[src/rtl/core/twpm_pkg.sv]
package twpm_pkg;

  localparam int ADDR_W = 5;

  localparam int SECS_PER_DAY  = 24 * 60 * 60;
  localparam int SECS_PER_HOUR = 3600;
  localparam int SECS_PER_MIN  = 60;
  localparam int DAYS_PER_WEEK = 7;
  localparam int EPOCH_WDAY    = 3;

  localparam int REM_W = 33;
  localparam int QUO_W = 16;
  localparam int CNT_W = 4;

  // quotient step, then remainder step
  localparam int DIV_STEPS = 2;

  // floor(x / d) = (x * ceil(2^k / d)) >> k over the operand range used
  // day: x = t >> 7, d = 675; hour: x = sod >> 4, d = 225; minute: x = r >> 2, d = 15
  localparam logic [26:0] DAY_RECIP   = 27'd101806633;
  localparam logic [13:0] HOUR_RECIP  = 14'd9321;
  localparam logic [10:0] MIN_RECIP   = 11'd1093;
  localparam logic [16:0] WDAY_RECIP  = 17'd74899;
  localparam int          DAY_RSHIFT  = 36;
  localparam int          HOUR_RSHIFT = 21;
  localparam int          MIN_RSHIFT  = 14;
  localparam int          WDAY_RSHIFT = 19;

  localparam logic [11:0] EPOCH_YEAR   = 12'd1970;
  localparam logic [1:0]  EPOCH_MOD4   = 2'd2;
  localparam logic [6:0]  EPOCH_MOD100 = 7'd70;
  localparam logic [8:0]  EPOCH_MOD400 = 9'd370;
  localparam logic [8:0]  DAYS_LEAP    = 9'd366;
  localparam logic [8:0]  DAYS_COMMON  = 9'd365;

  localparam logic [6:0]  DEF_DAY_MASK = 7'd0;
  localparam logic [10:0] DEF_START    = 11'd0;
  localparam logic [10:0] DEF_STOP     = 11'd1439;

  typedef enum logic [2:0] {
    REG_DAY_MASK  = 3'd0,
    REG_START_MIN = 3'd1,
    REG_STOP_MIN  = 3'd2,
    REG_TZ_WEST   = 3'd3,
    REG_EXTRA_OFS = 3'd4
  } reg_idx_t;

  typedef struct packed {
    logic [6:0]         day_mask;
    logic [10:0]        start_minute;
    logic [10:0]        stop_minute;
    logic signed [10:0] tz_minutes_west;
    logic signed [17:0] extra_offset_seconds;
  } cfg_t;

  typedef enum logic [3:0] {
    S_IDLE,
    S_DAY,
    S_HOUR_INIT,
    S_HOUR,
    S_MIN_INIT,
    S_MIN,
    S_WDAY_INIT,
    S_WDAY,
    S_YEAR,
    S_MONTH,
    S_DONE
  } state_t;

  typedef enum logic [3:0] {
    OP_NONE,
    OP_LOAD,
    OP_DIV,
    OP_HOUR_INIT,
    OP_MIN_INIT,
    OP_WDAY_INIT,
    OP_YEAR,
    OP_MONTH,
    OP_DONE
  } op_t;

  typedef enum logic [1:0] {
    DIV_DAY,
    DIV_HOUR,
    DIV_MIN,
    DIV_WDAY
  } div_sel_t;

  typedef struct packed {
    logic div_last;
    logic year_done;
  } dp_stat_t;

  function automatic logic [8:0] month_start(input logic [3:0] m);
    logic [8:0] r;
    case (m)
      4'd0:    r = 9'd0;
      4'd1:    r = 9'd31;
      4'd2:    r = 9'd59;
      4'd3:    r = 9'd90;
      4'd4:    r = 9'd120;
      4'd5:    r = 9'd151;
      4'd6:    r = 9'd181;
      4'd7:    r = 9'd212;
      4'd8:    r = 9'd243;
      4'd9:    r = 9'd273;
      4'd10:   r = 9'd304;
      4'd11:   r = 9'd334;
      default: r = 9'd0;
    endcase
    return r;
  endfunction

endpackage

[src/rtl/core/twpm_regs.sv]
module twpm_regs
  import twpm_pkg::*;
(
  input  logic              clk,
  input  logic              rst,
  input  logic              psel,
  input  logic              penable,
  input  logic              pwrite,
  input  logic [ADDR_W-1:0] paddr,
  input  logic [31:0]       pwdata,
  output logic [31:0]       prdata,
  output logic              pready,
  output cfg_t              cfg
);

  logic     wr_en;
  reg_idx_t idx;

  assign pready = 1'b1;
  assign wr_en  = psel && penable && pwrite;
  assign idx    = reg_idx_t'(paddr[ADDR_W-1:2]);

  always_ff @(posedge clk) begin
    if (rst) begin
      cfg.day_mask             <= DEF_DAY_MASK;
      cfg.start_minute         <= DEF_START;
      cfg.stop_minute          <= DEF_STOP;
      cfg.tz_minutes_west      <= '0;
      cfg.extra_offset_seconds <= '0;
    end else if (wr_en) begin
      case (idx)
        REG_DAY_MASK:  cfg.day_mask             <= pwdata[6:0];
        REG_START_MIN: cfg.start_minute         <= pwdata[10:0];
        REG_STOP_MIN:  cfg.stop_minute          <= pwdata[10:0];
        REG_TZ_WEST:   cfg.tz_minutes_west      <= pwdata[10:0];
        REG_EXTRA_OFS: cfg.extra_offset_seconds <= pwdata[17:0];
        default: begin
        end
      endcase
    end
  end

  always_comb begin
    case (idx)
      REG_DAY_MASK:  prdata = {25'd0, cfg.day_mask};
      REG_START_MIN: prdata = {21'd0, cfg.start_minute};
      REG_STOP_MIN:  prdata = {21'd0, cfg.stop_minute};
      REG_TZ_WEST:   prdata = 32'(cfg.tz_minutes_west);
      REG_EXTRA_OFS: prdata = 32'(cfg.extra_offset_seconds);
      default:       prdata = '0;
    endcase
  end

endmodule

[src/rtl/core/twpm_ctrl.sv]
module twpm_ctrl
  import twpm_pkg::*;
(
  input  logic     clk,
  input  logic     rst,
  input  logic     start,
  input  dp_stat_t stat,
  output logic     busy,
  output op_t      op
);

  state_t state, state_next;

  always_ff @(posedge clk) begin
    if (rst) begin
      state <= S_IDLE;
    end else begin
      state <= state_next;
    end
  end

  always_comb begin
    case (state)
      S_IDLE:      state_next = start ? S_DAY : S_IDLE;
      S_DAY:       state_next = stat.div_last ? S_HOUR_INIT : S_DAY;
      S_HOUR_INIT: state_next = S_HOUR;
      S_HOUR:      state_next = stat.div_last ? S_MIN_INIT : S_HOUR;
      S_MIN_INIT:  state_next = S_MIN;
      S_MIN:       state_next = stat.div_last ? S_WDAY_INIT : S_MIN;
      S_WDAY_INIT: state_next = S_WDAY;
      S_WDAY:      state_next = stat.div_last ? S_YEAR : S_WDAY;
      S_YEAR:      state_next = stat.year_done ? S_MONTH : S_YEAR;
      S_MONTH:     state_next = S_DONE;
      S_DONE:      state_next = S_IDLE;
      default:     state_next = S_IDLE;
    endcase
  end

  always_comb begin
    busy = (state != S_IDLE);
    case (state)
      S_IDLE:      op = start ? OP_LOAD : OP_NONE;
      S_DAY:       op = OP_DIV;
      S_HOUR_INIT: op = OP_HOUR_INIT;
      S_HOUR:      op = OP_DIV;
      S_MIN_INIT:  op = OP_MIN_INIT;
      S_MIN:       op = OP_DIV;
      S_WDAY_INIT: op = OP_WDAY_INIT;
      S_WDAY:      op = OP_DIV;
      S_YEAR:      op = OP_YEAR;
      S_MONTH:     op = OP_MONTH;
      S_DONE:      op = OP_DONE;
      default:     op = OP_NONE;
    endcase
  end

endmodule

[src/rtl/core/twpm_dp.sv]
module twpm_dp
  import twpm_pkg::*;
(
  input  logic        clk,
  input  logic        rst,
  input  op_t         op,
  input  cfg_t        cfg,
  input  logic [31:0] timestamp_seconds,
  output dp_stat_t    stat,
  output logic        done,
  output logic        matched,
  output logic [5:0]  second_of_minute,
  output logic [5:0]  minute_of_hour,
  output logic [4:0]  hour_of_day,
  output logic [2:0]  weekday,
  output logic [11:0] year_number,
  output logic [3:0]  month_index,
  output logic [4:0]  day_of_month
);

  localparam int SUM_W = REM_W + 2;

  logic [REM_W-1:0] rem;
  logic [QUO_W-1:0] quo, days;
  logic [CNT_W-1:0] cnt;
  div_sel_t         dsel;
  logic [4:0]       hour;
  logic [5:0]       minute, sec;
  logic [2:0]       wday;
  logic [11:0]      year;
  logic [1:0]       y4;
  logic [6:0]       y100;
  logic [8:0]       y400;
  logic [3:0]       mon;
  logic [4:0]       mday;

  logic signed [SUM_W-1:0] t_sum;
  logic [REM_W-1:0]        ut;
  logic [52:0]             day_prod;
  logic [26:0]             hour_prod;
  logic [20:0]             min_prod;
  logic [32:0]             wday_prod;
  logic [QUO_W-1:0]        quo_calc;
  logic [16:0]             dval;
  logic [REM_W-1:0]        sub_prod;
  logic                    leap;
  logic [8:0]              year_len;
  logic [3:0]              mon_sel;
  logic [8:0]              mstart_sel;
  logic [4:0]              mday_calc;
  logic [10:0]             min_of_day;
  logic                    day_ok, time_ok;

  always_comb begin
    t_sum = $signed(SUM_W'(timestamp_seconds))
          + SUM_W'(cfg.extra_offset_seconds)
          - (SUM_W'(cfg.tz_minutes_west) <<< 6)
          + (SUM_W'(cfg.tz_minutes_west) <<< 2);
    ut = t_sum[SUM_W-1] ? '0 : t_sum[REM_W-1:0];
  end

  // first step: quotient by reciprocal; second step: remainder by multiply-subtract
  always_comb begin
    day_prod  = 53'(rem[REM_W-1:7]) * 53'(DAY_RECIP);
    hour_prod = 27'(rem[16:4]) * 27'(HOUR_RECIP);
    min_prod  = 21'(rem[11:2]) * 21'(MIN_RECIP);
    wday_prod = 33'(rem[15:0]) * 33'(WDAY_RECIP);
    case (dsel)
      DIV_DAY: begin
        quo_calc = QUO_W'(day_prod >> DAY_RSHIFT);
        dval     = 17'(SECS_PER_DAY);
      end
      DIV_HOUR: begin
        quo_calc = QUO_W'(hour_prod >> HOUR_RSHIFT);
        dval     = 17'(SECS_PER_HOUR);
      end
      DIV_MIN: begin
        quo_calc = QUO_W'(min_prod >> MIN_RSHIFT);
        dval     = 17'(SECS_PER_MIN);
      end
      DIV_WDAY: begin
        quo_calc = QUO_W'(wday_prod >> WDAY_RSHIFT);
        dval     = 17'(DAYS_PER_WEEK);
      end
      default: begin
        quo_calc = '0;
        dval     = '0;
      end
    endcase
    sub_prod = REM_W'(quo) * REM_W'(dval);
  end

  assign leap     = (y4 == 2'd0) && ((y100 != 7'd0) || (y400 == 9'd0));
  assign year_len = leap ? DAYS_LEAP : DAYS_COMMON;

  assign stat.div_last  = (cnt == '0);
  assign stat.year_done = (days < QUO_W'(year_len));

  always_comb begin
    logic [8:0] s;
    mon_sel    = 4'd0;
    mstart_sel = 9'd0;
    for (int m = 1; m < 12; m++) begin
      s = month_start(4'(m)) + ((m >= 2) ? {8'd0, leap} : 9'd0);
      if (s <= days[8:0]) begin
        mon_sel    = 4'(m);
        mstart_sel = s;
      end
    end
    mday_calc = 5'(days[8:0] - mstart_sel + 9'd1);
  end

  always_comb begin
    min_of_day = (11'(hour) << 6) - (11'(hour) << 2) + 11'(minute);
    day_ok     = (cfg.day_mask == 7'd0) || cfg.day_mask[3'd6 - wday];
    time_ok    = (min_of_day >= cfg.start_minute) && (min_of_day <= cfg.stop_minute);
  end

  always_ff @(posedge clk) begin
    case (op)
      OP_LOAD: begin
        rem  <= ut;
        dsel <= DIV_DAY;
        cnt  <= CNT_W'(DIV_STEPS - 1);
        quo  <= '0;
        year <= EPOCH_YEAR;
        y4   <= EPOCH_MOD4;
        y100 <= EPOCH_MOD100;
        y400 <= EPOCH_MOD400;
      end
      OP_DIV: begin
        if (cnt != '0) begin
          quo <= quo_calc;
        end else begin
          rem <= rem - sub_prod;
        end
        cnt <= cnt - 1'b1;
      end
      OP_HOUR_INIT: begin
        days <= quo;
        dsel <= DIV_HOUR;
        cnt  <= CNT_W'(DIV_STEPS - 1);
      end
      OP_MIN_INIT: begin
        hour <= quo[4:0];
        dsel <= DIV_MIN;
        cnt  <= CNT_W'(DIV_STEPS - 1);
      end
      OP_WDAY_INIT: begin
        minute <= quo[5:0];
        sec    <= rem[5:0];
        rem    <= REM_W'(days) + REM_W'(EPOCH_WDAY);
        dsel   <= DIV_WDAY;
        cnt    <= CNT_W'(DIV_STEPS - 1);
      end
      OP_YEAR: begin
        wday <= rem[2:0];
        if (!stat.year_done) begin
          days <= days - QUO_W'(year_len);
          year <= year + 12'd1;
          y4   <= y4 + 2'd1;
          y100 <= (y100 == 7'd99) ? 7'd0 : y100 + 7'd1;
          y400 <= (y400 == 9'd399) ? 9'd0 : y400 + 9'd1;
        end
      end
      OP_MONTH: begin
        mon  <= mon_sel;
        mday <= mday_calc;
      end
      OP_DONE: begin
        matched          <= day_ok && time_ok;
        second_of_minute <= sec;
        minute_of_hour   <= minute;
        hour_of_day      <= hour;
        weekday          <= wday;
        year_number      <= year;
        month_index      <= mon;
        day_of_month     <= mday;
      end
      default: begin
      end
    endcase
  end

  always_ff @(posedge clk) begin
    if (rst) begin
      done <= 1'b0;
    end else begin
      done <= (op == OP_DONE);
    end
  end

endmodule

[src/rtl/core/time_window_packet_match.sv]
// The year subtraction loop (one year per cycle) dominates the time to done.
// The block takes one timestamp at a time; the next start is taken in the done cycle.
// Constant dividers: reciprocal multiply, then multiply-subtract, for each split.
// done is high for a single cycle; the result fields hold until the next result.
// The receiver cannot stall.
// Reset (rst, synchronous): controller idle, registers to defaults, no strobe.
module time_window_packet_match
  import twpm_pkg::*;
(
  input  logic              clk,
  input  logic              rst,
  input  logic              start,
  output logic              busy,
  input  logic [31:0]       timestamp_seconds,
  output logic              done,
  output logic              matched,
  output logic [5:0]        second_of_minute,
  output logic [5:0]        minute_of_hour,
  output logic [4:0]        hour_of_day,
  output logic [2:0]        weekday,
  output logic [11:0]       year_number,
  output logic [3:0]        month_index,
  output logic [4:0]        day_of_month,
  input  logic              psel,
  input  logic              penable,
  input  logic              pwrite,
  input  logic [ADDR_W-1:0] paddr,
  input  logic [31:0]       pwdata,
  output logic [31:0]       prdata,
  output logic              pready
);

  cfg_t     cfg;
  op_t      op;
  dp_stat_t stat;

  twpm_regs u_regs (
    .clk     (clk),
    .rst     (rst),
    .psel    (psel),
    .penable (penable),
    .pwrite  (pwrite),
    .paddr   (paddr),
    .pwdata  (pwdata),
    .prdata  (prdata),
    .pready  (pready),
    .cfg     (cfg)
  );

  twpm_ctrl u_ctrl (
    .clk   (clk),
    .rst   (rst),
    .start (start),
    .stat  (stat),
    .busy  (busy),
    .op    (op)
  );

  twpm_dp u_dp (
    .clk               (clk),
    .rst               (rst),
    .op                (op),
    .cfg               (cfg),
    .timestamp_seconds (timestamp_seconds),
    .stat              (stat),
    .done              (done),
    .matched           (matched),
    .second_of_minute  (second_of_minute),
    .minute_of_hour    (minute_of_hour),
    .hour_of_day       (hour_of_day),
    .weekday           (weekday),
    .year_number       (year_number),
    .month_index       (month_index),
    .day_of_month      (day_of_month)
  );

`ifndef ASSERT_OFF
  a_accept_busy: assert property (@(posedge clk) disable iff (rst)
    (start && !busy) |=> busy)
    else $error("transfer accepted but block not busy");

  a_done_after_busy: assert property (@(posedge clk) disable iff (rst)
    !busy |=> !done || $past(busy))
    else $error("result strobe without work in progress");

  a_done_single: assert property (@(posedge clk) disable iff (rst)
    done |=> !done)
    else $error("result strobe longer than one cycle");

  a_fields_range: assert property (@(posedge clk) disable iff (rst)
    done |-> (weekday <= 3'd6 && month_index <= 4'd11 && day_of_month != 5'd0
              && hour_of_day <= 5'd23 && minute_of_hour <= 6'd59
              && second_of_minute <= 6'd59))
    else $error("result field out of range");

  a_match_window: assert property (@(posedge clk) disable iff (rst)
    (done && matched) |->
      (((11'(hour_of_day) << 6) - (11'(hour_of_day) << 2) + 11'(minute_of_hour))
        >= cfg.start_minute))
    else $error("match outside minute window");
`endif

endmodule

[config.mk]
export PLATFORM = sky130hd
export DESIGN_NAME = time_window_packet_match
export DESIGN_NICKNAME = d
export VERILOG_FILES = /design/src/rtl/core/twpm_pkg.sv /design/src/rtl/core/twpm_regs.sv /design/src/rtl/core/twpm_ctrl.sv /design/src/rtl/core/twpm_dp.sv /design/src/rtl/core/time_window_packet_match.sv
export SDC_FILE = /design/constraint.sdc
export NUM_CORES = 2
export LEC_CHECK = 0
export BUFFER_PORTS_ARGS = -buffer_cell sky130_fd_sc_hd__buf_4
export CORE_MARGIN = 2
export CORE_UTILIZATION = 39
export CTS_CLUSTER_DIAMETER = 40
export DETAILED_ROUTE_END_ITERATION = 7
export HOLD_SLACK_MARGIN = 0.15
export PLACE_DENSITY = 0.62
export SLEW_MARGIN = 20
export SYNTH_ARGS = -nofsm -noshare
export SYNTH_HDL_FRONTEND = slang
export SYNTH_SLANG_ARGS = --single-unit
[constraint.sdc]
create_clock -name clk -period 10.45 [get_ports clk]
set_input_delay 1.045 -clock clk [delete_from_list [all_inputs] [get_ports clk]]
set_output_delay 1.045 -clock clk [all_outputs]
set_load 0.1 [all_outputs]
# == Yosys cells after proc, flatten, opt, wreduce, memory -nomap -nowiden ==
# Index checks and enable logic that the tools add are counted.
# totals
reg_bits,235
inputBits,75
output_inout_bits,77
wordCells,198
# classes
n_addsub,26
multipliers,5
magnitude_cmp,15
n_eq_ne,30
mux,54
reduce_logical,36
# op_table
op,count
case mux 32 bit (5 select lines),1
case mux 33 bit (3 select lines),1
case mux 17 bit (4 select lines),1
2-to-1 mux 33 bit,2
case mux 16 bit (2 select lines),2
case mux 16 bit (4 select lines),1
<= comparator 9 bit,7
2-to-1 mux 5 bit,11
multiplier 26 x 27 -> 52 bit (second input constant),1
case mux 4 bit (10 select lines),1
adder 8 x 1 -> 9 bit (first input constant),4
adder 35 x 13 -> 35 bit,1
subtractor 34 x 17 -> 35 bit,1
adder 33 x 18 -> 34 bit,1
multiplier 16 x 17 -> 33 bit,1
multiplier 16 x 17 -> 33 bit (second input constant),1
subtractor 33 bit,1
equality test 4 x 3 -> 1 bit (second input constant),8
2-to-1 mux 16 bit,2
case mux 4 bit (8 select lines),1
adder 9 x 1 -> 9 bit (first input constant),3
multiplier 13 x 14 -> 27 bit (second input constant),1
case mux 12 bit (2 select lines),1
multiplier 10 x 11 -> 21 bit (second input constant),1
other kinds (60),111

# == Logic depth before layout (Yosys ltp) ==
# logic_depth
word_depth,17
mapped_depth,30
depth_no_buf,27

# == Modules after synthesis ==
# A second synthesis with hierarchy kept.
# unflattened
cells_unflattened,4114
area_unflattened_um2,40161.0
# modules_own_cells
mod,n_inst,cells_each,area_per_inst_um2,seq_area_each_um2
twpm_dp,1,3777,36889.1,5185.0
twpm_regs,1,304,2999.1,1161.1
twpm_ctrl,1,33,272.8,80.1

# == Worst setup path before layout ==
# No wires, ideal clock.
# synth_timing
kind,register to register
from,reg u_dp.dsel[0]
to,reg u_dp.rem[30] (data pin)
setup_time_ps,158
arrival_time_ps,6881
path_slack_ps,3412
path_stages_with_launch,27
n_path_buf,4
period_less_slack_ps,7038
cell_sequence,edfxtp_1 -> inv_1 -> ha_1 -> clkbuf_1 -> clkbuf_1 -> clkbuf_1 -> nand2_1 -> fa_1 -> fa_1 -> fa_1 -> fa_1 -> fa_1 -> inv_1 -> fa_1 -> inv_1 -> ha_1 -> clkbuf_1 -> a211oi_1 -> nand2_1 -> o22a_1 -> nand3_1 -> and2_1 -> a211o_1 -> a21boi_2 -> nor4_1 -> or4_1 -> o211ai_1
# synth_between
elab_chain_len,6
# synth_lines
item,line_no,text
"start, declared",twpm_dp.sv:26,div_sel_t dsel;
"start signal, assigned",twpm_dp.sv:123,dsel <= DIV_DAY;
"start signal, assigned",twpm_dp.sv:141,dsel <= DIV_HOUR;
"start signal, assigned",twpm_dp.sv:146,dsel <= DIV_MIN;
equality test 2 bit (tied with other cells),twpm_dp.sv:68,case (dsel)
case mux 17 bit (4 select lines) *,twpm_dp.sv:68,
multiplier 16 x 17 -> 33 bit *,twpm_dp.sv:90,sub_prod = REM_W'(quo) * REM_W'(dval);
subtractor 33 bit *,twpm_dp.sv:135,rem <= rem - sub_prod;
2-to-1 mux 33 bit *,twpm_dp.sv:132,if (cnt != '0) begin
case mux 33 bit (3 select lines) *,twpm_dp.sv:120,case (op)
"end signal, assigned",twpm_dp.sv:122,rem <= ut;
"end signal, assigned",twpm_dp.sv:135,
"end signal, assigned",twpm_dp.sv:152,rem <= REM_W'(days) + REM_W'(EPOCH_WDAY);
"end, declared",twpm_dp.sv:23,logic [REM_W-1:0] rem;
# Mark *: on every way between the ends. The rest lies on a longest branch, timed or not. The select of a mux whose other input is x is not followed.
# A chain may end at the register's enable or synchronous reset.

# == Worst setup path in the final report ==
# layout_timing
from,reg u_dp.rem[13]
to,reg u_dp.quo[5] (data pin)
# layout_between
elab_chain_len,4
# layout_lines
item,line_no,text
multiplier 26 x 27 -> 52 bit (tied with other cells),twpm_dp.sv:64,day_prod = 53'(rem[REM_W-1:7]) * 53'(DAY_RECIP);
case mux 16 bit (4 select lines) *,twpm_dp.sv:68,
2-to-1 mux 16 bit *,twpm_dp.sv:132,
case mux 16 bit (2 select lines) *,twpm_dp.sv:120,
"end signal, assigned",twpm_dp.sv:133,quo <= quo_calc;
"end, declared",twpm_dp.sv:24,"logic [QUO_W-1:0] quo, days;"
# Marked as above.

==> flow_summary.ini <==
[place]
numPortBuffers = 134
place.gp.congestion = 0.913
hpwlAfterDp_microns = 80000

[clock_tree]
cts_resized = 0
clock_path_buffers = 3
cts_hold_buf = 0
htree_levels = 2
clk_latency_ns = 0.59
cts_sinks = 235
path_clk_slew_ns = 0.06
clock-root-buffer = clkbuf_16
cts_setup_buffers = 0
cts_made_buffers = 40
cts_tree = built

[layout]
drive_gt1_frac = 0.0647
num_antenna_cells = 0
synthToLayoutAreaGrowth_pct = 9.82
nNetsFinal = 5535

[sta]
setup_viol = 0
finalCritPeriodShare = 0.751
max_slew_margin = 0.243
fmax_mhz = 127
rsz0062_at_grt = no
layout_min_cycle_time_ns = 7.85
setup-tns-final_ns = 0
final_max_slew_viol_count = 0
clock_skew_ns = 0.0324
hold_violations = 0
worst_pin_slew_ns = 1.13

[global_routing]
grt_pass1_wl_microns = 155000
grt_max_degree = 64
track_usage = 0.190
antenna_found_initial = 0
grt_pass1_vias = 28422
overflow = 0

[worst_setup_path]
critical_path_required_ns = 10.78
cp_max_fo = 12
crit_type = reg -> reg
cp-end-kind = flop
arrival_ns = 8.17
reg2reg_depth = 20
critPathLaunchType = flop

[floorplan]
die_y_microns = 322
coreArea_sq_um = 100000
io_pins = 152
initial_utilization = 0.394
die_w_microns = 322
fp-row-count = 116
die-area_sq_um = 104000

[logic_synthesis]
synth_top_area_cell = fa_1
async_flop_share = 0
syn_nets = 5414
synth_area_leaders = fa_1 (27%), ha_1 (24%), edfxtp_1 (13%)
ys_seq_area_frac = 0.163
synth_top_area_frac = 0.266
synth_edf_count = 172
ys.flop_type = edfxtp_1
synth-seq-cells = 235
ys_warn_count = 0
netlist_instances = 4066
syn_area_sq_um = 39400
ys_types = 81
synth.avg_cell_area_sq_um = 9.70

[flow_run]
cap_violations = 0

[detailed_routing]
dr.pass1.iters = 5
routed_wl_microns = 96200
vias = 27994
post_drt_wl_per_cell_microns = 17.4
via_per_inst = 5.08
drt-initial-drc-count = 1842
ant_nets = 0
drc = 0

[outcome]
status = finished clean

[hold_path]
min_path_cells = 0
hold_path_class = reg -> reg
[layer usage]
| metal | global-route usage | vias to the layer above | share of wire |
|---|---|---|---|
| met4 | 0.0371 | 0 | 0.020 |
| met1 | 0.264 | 13855 | 0.46 |
| met5 | 0 | - | 0 |
| met3 | 0.0219 | 102 | 0.040 |
| li1 | - | 13497 | - |
| met2 | 0.320 | 540 | 0.48 |
[stage by stage]
stage | instance area [sq um] | utilization | worst slack (ns) | std cells | hold slack, ns
floorplan | 39400 | - | 3.41 | 4066 | 0.400
global placement | 42000 | 0.419 | 2.72 | 5443 | 0.405
detailed placement | 42000 | 0.419 | 2.71 | 5443 | 0.405
CTS | 43300 | 0.433 | 2.68 | 5516 | 0.419
global route | 43300 | 0.433 | 2.31 | 5516 | 0.435
finish | 43300 | 0.433 | 2.60 | 5516 | 0.419
[Yosys cell counts (all sizes together) (30+ instances only)]
cell	instances
nor3	32
ha	749
mux2i	44
nand2	240
xor2	64
a21o	82
nand2b	30
o22ai	36
dfxtp	63
fa	524
nand3	62
o21ai	101
a21oi	136
nor2	148
and2	54
clkbuf	63
inv	998
xnor2	81
edfxtp	172
[worst max-delay path, stage by stage, from the launching register on]
cell and delay [ns]:
edfxtp_1 0.71, ha_1 0.60, inv_1 0.16, fa_1 0.52, fa_1 0.49, inv_1 0.05, fa_1 0.50, inv_1 0.05
fa_1 0.47, inv_1 0.05, fa_1 0.51, fa_1 0.49, ha_1 0.34, nand4_1 0.14, nor4_1 0.55, nor4b_1 0.82
o21ai_1 0.28, a21oi_1 0.28, o21a_1 0.17, o21ai_0 0.19, o211a_1 0.20
[final cells by class]
class	instances	area (sq um)
Fill cell	9746	56800
Multi-Input combinational cell	2745	28900
Sequential cell	235	6430
Inverter	998	3750
Tap cell	1298	1620
Timing Repair Buffer	167	1250
Clock buffer	45	1030
Clock inverter	28	317
[path summary, 6_finish.rpt]
check                from                    to  slack, ns
max          u_dp.rem[13]           u_dp.quo[5]       2.60
min          u_dp.mday[1]  u_dp.day_of_month[1]       0.42
max reg2reg  u_dp.rem[13]           u_dp.quo[5]       2.60
min reg2reg  u_dp.mday[1]  u_dp.day_of_month[1]       0.42
[registers in the layout, indices dropped and copies added, names as in the netlist, 3 cells and up]
register and flops:
u_dp.quo 16, u_ctrl.state 4, u_dp.wday 3, u_dp.mon 4
u_dp.day_of_month 5, u_dp.y100 7, u_dp.hour 5, u_dp.y400 9
u_dp.minute 6, u_dp.mday 5, u_dp.days 16, u_dp.year_number 12
u_dp.rem 33, u_dp.minute_of_hour 6, u_regs.cfg 58, u_dp.year 12
u_dp.second_of_minute 6, u_dp.sec 6, u_dp.month_index 4, u_dp.hour_of_day 5
u_dp.cnt 4, u_dp.weekday 3
[placed cells by master (no fill, tap or decap), drive strengths merged, types with 27 or more instances in the layout]
cell type  instances
xor2              64
buf              167
and2              54
o21ai            101
nand2b            30
nand4             27
fa               524
nor3              32
dfxtp             63
nand3             62
nor2             148
clkbuf            45
inv             1013
mux2i             44
a21o              82
o21a              28
o22ai             36
nand2            240
ha               749
edfxtp           172
xnor2             81
a21oi            136
[cells by family (layout without fill, tap and decap cells)]
family | after synthesis | after routing | share of synthesized area
buffers and inverters | 1086 | 1238 | 0.105
multiplexers | 48 | 48 | 0.0126
other | 1 | 1 | 0.0000951
AND/OR/NAND/NOR | 699 | 699 | 0.0848
AO/OA/AOI/OAI | 579 | 579 | 0.0987
XOR/XNOR | 145 | 145 | 0.0324
flip-flops | 235 | 235 | 0.163
adder cells (fa/ha/maj) | 1273 | 1273 | 0.504
Power is not shown: default switching activity piles up to over one toggle a cycle in this logic, so the estimate is an artifact.
